$ cat src/hdl/hvn_pkg.sv
`default_nettype none
package hvn_pkg;

    typedef enum logic [3:0] {
        ST_IDLE,
        ST_READ,
        ST_EDGE_MUL,
        ST_EDGE_SQRT,
        ST_CORN_MUL,
        ST_CORN_DIV,
        ST_MAG_MUL,
        ST_MAG_SQRT,
        ST_OUT_DIV,
        ST_EMIT
    } seq_state_t;

    typedef enum logic [1:0] {
        ALU_MUL,
        ALU_SQRT,
        ALU_DIVT,
        ALU_DIVO
    } alu_op_t;

    typedef struct packed {
        logic        start;
        alu_op_t     op;
        logic [63:0] a;
        logic [63:0] b;
    } alu_req_t;

    typedef struct packed {
        logic        done;
        logic [63:0] result;
    } alu_rsp_t;

    localparam logic CMD_LOAD  = 1'b0;
    localparam logic CMD_QUERY = 1'b1;

    localparam int CFG_AW = 4;
    localparam logic [CFG_AW-1:0] CFG_WIDTH_IDX  = 4'd0;
    localparam logic [CFG_AW-1:0] CFG_LENGTH_IDX = 4'd1;

    // neighbor, corner and component codes
    localparam logic [1:0] NB_RIGHT  = 2'd0;
    localparam logic [1:0] NB_TOP    = 2'd1;
    localparam logic [1:0] NB_LEFT   = 2'd2;
    localparam logic [1:0] NB_BOTTOM = 2'd3;

    localparam logic [1:0] CN_TOP_RIGHT   = 2'd0;
    localparam logic [1:0] CN_LEFT_TOP    = 2'd1;
    localparam logic [1:0] CN_BOTTOM_LEFT = 2'd2;
    localparam logic [1:0] CN_RIGHT_BOTTOM = 2'd3;

    localparam logic [1:0] CP_X = 2'd0;
    localparam logic [1:0] CP_Y = 2'd1;
    localparam logic [1:0] CP_Z = 2'd2;

    localparam int SQRT_STEPS = 32;
    localparam int DIVT_STEPS = 25;
    localparam int DIVO_STEPS = 16;
    localparam logic [63:0] SQRT_BIT0 = 64'h4000_0000_0000_0000;

    localparam logic [15:0] Y_UNIT   = 16'd256;
    localparam logic [14:0] Q_SAT    = 15'd16384;
    localparam logic [31:0] EDGE_ONE = 32'd65536;

endpackage
`default_nettype wire

$ cat src/hdl/hvn_alu.sv
`default_nettype none
module hvn_alu import hvn_pkg::*; (
    input  wire logic     aclk,
    input  wire logic     aresetn,
    input  wire alu_req_t req,
    output alu_rsp_t      rsp
);

    logic        busy_reg, busy_next;
    alu_op_t     op_reg, op_next;
    logic [5:0]  cnt_reg, cnt_next;
    logic [63:0] x_reg, x_next;
    logic [63:0] y_reg, y_next;
    logic [63:0] z_reg, z_next;
    logic [63:0] b_reg, b_next;

    logic [63:0] prod;
    logic [63:0] sq_sum;
    logic [63:0] sq_diff;
    logic        sq_ge;
    logic [64:0] dv_t;
    logic [64:0] dv_diff;
    logic        dv_ge;

    assign prod = req.a[31:0] * req.b[31:0];

    always_comb begin
        sq_sum  = y_reg + z_reg;
        sq_ge   = (x_reg >= sq_sum);
        sq_diff = x_reg - sq_sum;
        dv_t    = {x_reg, y_reg[63]};
        dv_ge   = (dv_t >= {1'b0, b_reg});
        dv_diff = dv_t - {1'b0, b_reg};
    end

    always_comb begin
        busy_next = busy_reg;
        op_next   = op_reg;
        cnt_next  = cnt_reg;
        x_next    = x_reg;
        y_next    = y_reg;
        z_next    = z_reg;
        b_next    = b_reg;
        if (!busy_reg) begin
            if (req.start) begin
                busy_next = 1'b1;
                op_next   = req.op;
                b_next    = req.b;
                unique case (req.op)
                    ALU_MUL: begin
                        z_next   = prod;
                        cnt_next = '0;
                    end
                    ALU_SQRT: begin
                        x_next   = req.a;
                        y_next   = '0;
                        z_next   = SQRT_BIT0;
                        cnt_next = 6'(SQRT_STEPS);
                    end
                    ALU_DIVT: begin
                        x_next   = req.a >> DIVT_STEPS;
                        y_next   = req.a << (64 - DIVT_STEPS);
                        z_next   = '0;
                        cnt_next = 6'(DIVT_STEPS);
                    end
                    ALU_DIVO: begin
                        x_next   = req.a >> DIVO_STEPS;
                        y_next   = req.a << (64 - DIVO_STEPS);
                        z_next   = '0;
                        cnt_next = 6'(DIVO_STEPS);
                    end
                endcase
            end
        end else if (cnt_reg != '0) begin
            cnt_next = cnt_reg - 6'd1;
            if (op_reg == ALU_SQRT) begin
                // one result bit per step, trial bit moves down two places
                if (sq_ge) begin
                    x_next = sq_diff;
                    y_next = (y_reg >> 1) + z_reg;
                end else begin
                    y_next = y_reg >> 1;
                end
                z_next = z_reg >> 2;
            end else begin
                // restoring division, one quotient bit per step
                if (dv_ge) begin
                    x_next = dv_diff[63:0];
                    z_next = {z_reg[62:0], 1'b1};
                end else begin
                    x_next = dv_t[63:0];
                    z_next = {z_reg[62:0], 1'b0};
                end
                y_next = {y_reg[62:0], 1'b0};
            end
        end else begin
            busy_next = 1'b0;
        end
    end

    always_ff @(posedge aclk) begin
        if (!aresetn) begin
            busy_reg <= 1'b0;
            cnt_reg  <= '0;
        end else begin
            busy_reg <= busy_next;
            cnt_reg  <= cnt_next;
        end
        op_reg <= op_next;
        x_reg  <= x_next;
        y_reg  <= y_next;
        z_reg  <= z_next;
        b_reg  <= b_next;
    end

    always_comb begin
        rsp.done   = busy_reg && (cnt_reg == '0);
        rsp.result = (op_reg == ALU_SQRT) ? y_reg : z_reg;
    end

endmodule
`default_nettype wire

$ cat config.mk
export PLATFORM = sky130hd
export DESIGN_NAME = hvn_alu
export DESIGN_NICKNAME = d
export VERILOG_FILES = /design/src/hdl/hvn_pkg.sv /design/src/hdl/hvn_alu.sv
export SDC_FILE = /design/constraint.sdc
export NUM_CORES = 2
export LEC_CHECK = 0
export BUFFER_PORTS_ARGS = -buffer_cell sky130_fd_sc_hd__buf_2
export CORE_AREA = 2 2 341 343
export DETAILED_ROUTE_END_ITERATION = 7
export DIE_AREA = 0 0 343 345
export HOLD_SLACK_MARGIN = 0.08
export PLACE_DENSITY = 0.76
export SLEW_MARGIN = 15
export SYNTH_ARGS = -nofsm -noshare
export SYNTH_HDL_FRONTEND = slang
export SYNTH_SLANG_ARGS = --single-unit
export TNS_END_PERCENT = 100
$ cat constraint.sdc
create_clock -name aclk -period 11.05 [get_ports aclk]
set_clock_uncertainty 0.15 [all_clocks]
set_input_delay 0.5525 -clock aclk [delete_from_list [all_inputs] [get_ports aclk]]
set_output_delay 0.5525 -clock aclk [all_outputs]
set_load 0.05 [all_outputs]
# ---- Yosys cells after proc, flatten, opt, wreduce, memory -nomap -nowiden
# Index checks and enable logic that the tools add are counted.
dict set report word_totals {
  reg_bits 265
  mem_bits_ro 0
  inputBits 133
  n_memories 0
  ramBits 0
  out_inout_bits 65
  wordCells 60
  latchBits 0
}
dict set report op_classes {
  div_mod_pow 0
  shifts 0
  n_addsub 5
  n_eq_ne 6
  mul 1
  n_bitwise 1
  magnitude_cmp 2
  n_reduce_logical 11
  muxes 27
}
# op count
set op_table {}
lappend op_table {{$mux W64} 16}
lappend op_table {{$pmux W64 S3} 3}
lappend op_table {{$sub A64 B64 Y64} 2}
lappend op_table {{$ge A65 B64 Y1} 1}
lappend op_table {{$add A63 B64 Y64} 1}
lappend op_table {{$add A64 B64 Y64} 1}
lappend op_table {{$ge A64 B64 Y1} 1}
lappend op_table {{$mul A32 B32 Y64} 1}
lappend op_table {{$pmux W6 S4} 1}
lappend op_table {{$mux W6} 3}
lappend op_table {{$logic_not A6 Y1} 1}
lappend op_table {{$reduce_bool A6 Y1} 1}
lappend op_table {{$sub A6 B1 Y6 const B} 1}
lappend op_table {{$eq A2 B1 Y1 const B} 2}
lappend op_table {{$eq A2 B2 Y1 const B} 2}
lappend op_table {{$mux W1} 4}
lappend op_table {{$reduce_and A2 Y1} 2}
lappend op_table {{$reduce_and A4 Y1} 1}
lappend op_table {{$reduce_bool A4 Y1} 1}
lappend op_table {{$ne A3 B3 Y1 const B} 1}
lappend op_table {{$reduce_and A3 Y1} 1}
lappend op_table {{$logic_not A2 Y1} 1}
lappend op_table {{$ne A2 B1 Y1 const B} 1}
lappend op_table {{$reduce_bool A2 Y1} 1}
lappend op_table {{other kinds (3)} 3}

# ---- Longest topological paths before layout
dict set report logic_depth {
  depth_word 6
  mapped_depth 30
  ltp_nobuf 27
}

# ---- Worst setup path before layout
# OpenSTA, ideal clock, no wires.
dict set report synth_path {
  path_kind {register -> register}
  start {register y_reg[0]}
  end {register x_reg[0] (enable)}
  setup_time_ns 0.564
  path_slack_ns 1.479
  n_path_buf 1
  required_ns 10.336
  arrival_ns 8.857
  period_less_slack_ns 9.571
  stages_incl_launch_ff 24
  cell_sequence {edfxtp_1 ha_1 fa_1 a21oi_1 o2111ai_1 nand2_1 o211ai_1 a211o_1 a21oi_1 o21ai_0 a21o_1 a21oi_1 xor2_1 ha_1 clkbuf_1 nand2_1 o21ai_0 a31oi_1 o21ai_0 a21oi_1 o21ai_0 a21o_1 nor2_1 nor3_1}
}
dict set report synth_between {
  elab_chain_cells 4
}
# item line_no
set synth_lines {}
lappend synth_lines {{from (decl)} hvn_alu.sv:13} ;# logic [63:0] y_reg, y_next;
lappend synth_lines {{from (signal assigned)} hvn_alu.sv:111} ;# y_reg <= y_next;
lappend synth_lines {{$add A64 B64 Y64} hvn_alu.sv:28} ;# sq_sum = y_reg + z_reg;
lappend synth_lines {{$ge A64 B64 Y1} hvn_alu.sv:29} ;# sq_ge = (x_reg >= sq_sum);
lappend synth_lines {{$ne A3 B3 Y1 (no line)} --}
lappend synth_lines {{$reduce_and A4 Y1 (no line)} --}
lappend synth_lines {{to (signal assigned)} hvn_alu.sv:110} ;# x_reg <= x_next;
lappend synth_lines {{to (decl)} hvn_alu.sv:12} ;# logic [63:0] x_reg, x_next;
# No other way between the ends.
# A chain may end at the register's enable or synchronous reset.

# ---- Worst setup path in the final report
dict set report layout_path {
  start {input port req[80] (netlist bit)}
  end {register z_reg[31] (data pin)}
}
dict set report layout_between {
  elab_chain_cells 4
}
# item line_no
set layout_lines {}
lappend layout_lines {{from (decl)} hvn_alu.sv:5} ;# input wire alu_req_t req,
lappend layout_lines {{$mul A32 B32 Y64} hvn_alu.sv:25} ;# assign prod = req.a[31:0] * req.b[31:0];
lappend layout_lines {{$pmux W64 S3} hvn_alu.sv:49} ;# unique case (req.op)
lappend layout_lines {{$mux W64} hvn_alu.sv:45} ;# if (req.start) begin
lappend layout_lines {{$mux W64} hvn_alu.sv:44} ;# if (!busy_reg) begin
lappend layout_lines {{via z_next[31]} hvn_alu.sv:14} ;# logic [63:0] z_reg, z_next;
lappend layout_lines {{to (signal assigned)} hvn_alu.sv:112} ;# z_reg <= z_next;
lappend layout_lines {{to (decl)} hvn_alu.sv:14}
# The timed path passes the listed nets, and every way through them passes these cells. The select of a mux whose other input is x is not followed.

==> results.json <==
{
  "status": "finished clean",
  "antenna_found_initial": 17,
  "gp_congestion": 1.04,
  "r2r_start": "y_reg[36]$_SDFFCE_PN0P_",
  "drive_above_1_share_pct": 5.67,
  "first_iter_violations": 6333,
  "avgRoutedWirePerCell_um": 26.0,
  "worst_slew_pin_slew_ns": 1.32,
  "cp-start-kind": "input pin",
  "hp-class": "input pin to register",
  "drt_first_pass_iters": 7,
  "synth_seq_cells": 265,
  "worst_path_most_repeated_cell": "fa_1",
  "cap_violations": 0,
  "final_nets": 8786,
  "cp.arrival_ns": 9.21,
  "clock_latency_ns": 0.65,
  "ff2ff_path_depth": 20,
  "drv_slew": 0,
  "synth_cell_types": 109,
  "synth_edf_count": 258,
  "reg2reg_slack_ns": 2.50,
  "stdcell_area_um2": 65800,
  "finalSetupViolCount": 0,
  "grt_max_degree": 199,
  "drc": 0,
  "rows": 125,
  "cts_setup_buffers": 0,
  "met3_usage_pct": 8.30,
  "grt_pass1_wl_um": 341000,
  "criticalPathCategory": "input pin to register",
  "cts.root.buffer_cell": "clkbuf_16",
  "ys.warnings.count": 0,
  "post_cts_resize_count": 0,
  "syn_to_final_growth_pct": 5.04,
  "syn_nets": 8895,
  "grtUsageMet1_pct": 51.0,
  "coreArea_um2": 115000,
  "min_to": "x_reg[62]$_DFFE_PP_",
  "hold_path_depth": 3,
  "cts_buffers": 31,
  "clk_pin_slew_ns": 0.07,
  "cts_buffer_depth": 3,
  "track_usage_pct": 38.0,
  "placed_area_um2": 64400,
  "dieArea_um2": 118000,
  "slowest_stage": "buf_2",
  "min_period_ns": 9.01,
  "synth_area_um2": 62700,
  "cts.sinks": 265,
  "hold_violations": 0,
  "holdCritStartpoint": "req[126]",
  "fin_setup_tns_ns": 0,
  "io_buffers": 197,
  "start_util_pct": 54.5,
  "grt.overflow.total": 0,
  "layout_common_cells": "nand2_1, inv_1, fa_1",
  "clock.fmax_mhz": 111,
  "cts_tree": "done",
  "pin_count": 198,
  "dieHeight_um": 345,
  "synthArstFlopShare_pct": 0,
  "use_met2_pct": 57.6,
  "fin_crit_sh_pct": 81.5,
  "cts_max_level": 1,
  "vias": 56000,
  "drt_wl_total_um": 228000,
  "yosysSeqAreaShare_pct": 12.6,
  "crit_fanout": 35,
  "r2r-end": "y_reg[52]$_DFFE_PP_",
  "rsz0062_at_grt": "false",
  "grt_pass1_vias": 55700,
  "cts-hold-fix-buffers": 33,
  "fill_cells": 10400,
  "max_slew_margin_pct": 11.9,
  "ys.flop_type": "edfxtp_1",
  "final_common_cell": "nand2_1",
  "cp-startpoint": "req[80]",
  "netlist_instances": 7344,
  "cp-end-kind": "register",
  "avgSynthCellArea_um2": 8.54,
  "crit_chain": "buf_2 > and2_1 > fa_1 > fa_1 > inv_1 > fa_1 > fa_1 > inv_1 > fa_1 > fa_1 > fa_1 > fa_1 > ha_1 > nand3_1 > nor2_1 > and3_1 > a32o_1 > a21oi_1 > nand2_1 > a21boi_0 > xor2_1 > o22ai_1",
  "cpPeakStageDelay_ns": 0.79,
  "drt.antenna.violating_nets": 0,
  "die_w_um": 343,
  "required_ns": 11.25,
  "dpl.hpwl_um": 176000,
  "detail_route.vias_per_cell": 6.37,
  "grt_busiest_layer": "met2"
}
==> cells in the mapped netlist (23+ instances only) <==
| master | instances | area share [%] |
|---|---|---|
| xor2_1 | 108 | 1.5 |
| edfxtp_1 | 258 | 12 |
| a31oi_1 | 41 | 0.41 |
| nor2b_1 | 25 | 0.25 |
| nand2_1 | 997 | 6.0 |
| o21a_1 | 42 | 0.50 |
| a211oi_1 | 65 | 0.78 |
| nand3_1 | 90 | 0.72 |
| o21ai_0 | 248 | 2.0 |
| a21o_1 | 203 | 2.4 |
| xnor2_1 | 165 | 2.3 |
| clkbuf_1 | 376 | 2.3 |
| nor2_1 | 282 | 1.7 |
| o211ai_1 | 75 | 0.90 |
| o21bai_1 | 61 | 0.73 |
| and2_1 | 617 | 6.2 |
| ha_1 | 518 | 10 |
| o22ai_1 | 58 | 0.58 |
| fa_1 | 900 | 29 |
| nor3_1 | 62 | 0.50 |
| buf_2 | 44 | 0.35 |
| a21boi_0 | 64 | 0.77 |
| nand4_1 | 72 | 0.72 |
| nand2b_1 | 33 | 0.33 |
| o31ai_1 | 33 | 0.40 |
| or3_1 | 23 | 0.23 |
| mux2i_1 | 78 | 1.2 |
| inv_1 | 984 | 5.9 |
| and3_1 | 48 | 0.48 |
| a21oi_1 | 405 | 3.2 |
==> worst max path at each step <==
stage                          end  slack [ns]  cells after the start
3_5_place_dp   z_reg[31]$_DFFE_PP_        1.61                     25
3_3_place_gp   z_reg[59]$_DFFE_PP_        1.57                     27
2_1_floorplan   x_reg[0]$_DFFE_PP_        1.48                     23
4_1_cts        z_reg[31]$_DFFE_PP_        2.25                     25
6_report       z_reg[31]$_DFFE_PP_        2.04                     22
5_1_grt        z_reg[59]$_DFFE_PP_        1.98                     27
==> cell families (layout without fill, tap and decap cells) <==
group / Yosys count / after routing / synth area share (%)
AND/OR/NAND/NOR: 2333 / 2333 / 18.0
AO/OA/AOI/OAI: 1544 / 1544 / 16.4
buffers and inverters: 1428 / 1344 / 8.71
adder cells (fa/ha/maj): 1418 / 1418 / 39.1
XOR/XNOR: 273 / 273 / 3.81
flip-flops: 265 / 265 / 12.6
multiplexers: 83 / 83 / 1.34
other: 0 / 6 / 0
==> layout make-up <==
class	instances	area [um^2]	area share (%)
Sequential cell	265	7890	12.0
Timing Repair Buffer	300	1860	2.82
Tap cell	1524	1910	2.90
Clock buffer	36	795	1.21
Clock inverter	22	277	0.420
Inverter	986	3700	5.62
Multi-Input combinational cell	5651	49400	75.0
Antenna cell	6	15.0	0.0228
==> per-stage QoR <==
stage / util (%) / cells / hold WS [ns] / setup slack [ns]
after floorplan: - / 7344 / 0.345 / 1.48
after global placement: 56.0 / 8693 / 0.364 / 1.57
after global routing: 57.2 / 8786 / 0.173 / 1.98
after CTS: 57.2 / 8784 / 0.126 / 2.25
after detailed placement: 56.0 / 8693 / 0.373 / 1.61
final: 57.2 / 8790 / 0.142 / 2.04
==> metal layers <==
layer | vias up | part of all wire [%]
met4 | 8 | 6.2
li1 | 24100 | -
met5 | - | 0.020
met2 | 3613 | 44
met3 | 705 | 12
met1 | 27500 | 38
==> worst max-delay path: cells and delay by family <==
| kind | cells | cell delay, ns |
|---|---|---|
| adders and majority gates | 9 | 4.44 |
| buffers and inverters | 3 | 0.90 |
| AOI/OAI and AO/OA | 4 | 1.65 |
| and+or+nand+nor | 5 | 1.14 |
| xor gates and xnor gates | 1 | 0.49 |
Power is not shown: default switching activity piles up to over one toggle a cycle in this logic, so the estimate is an artifact.
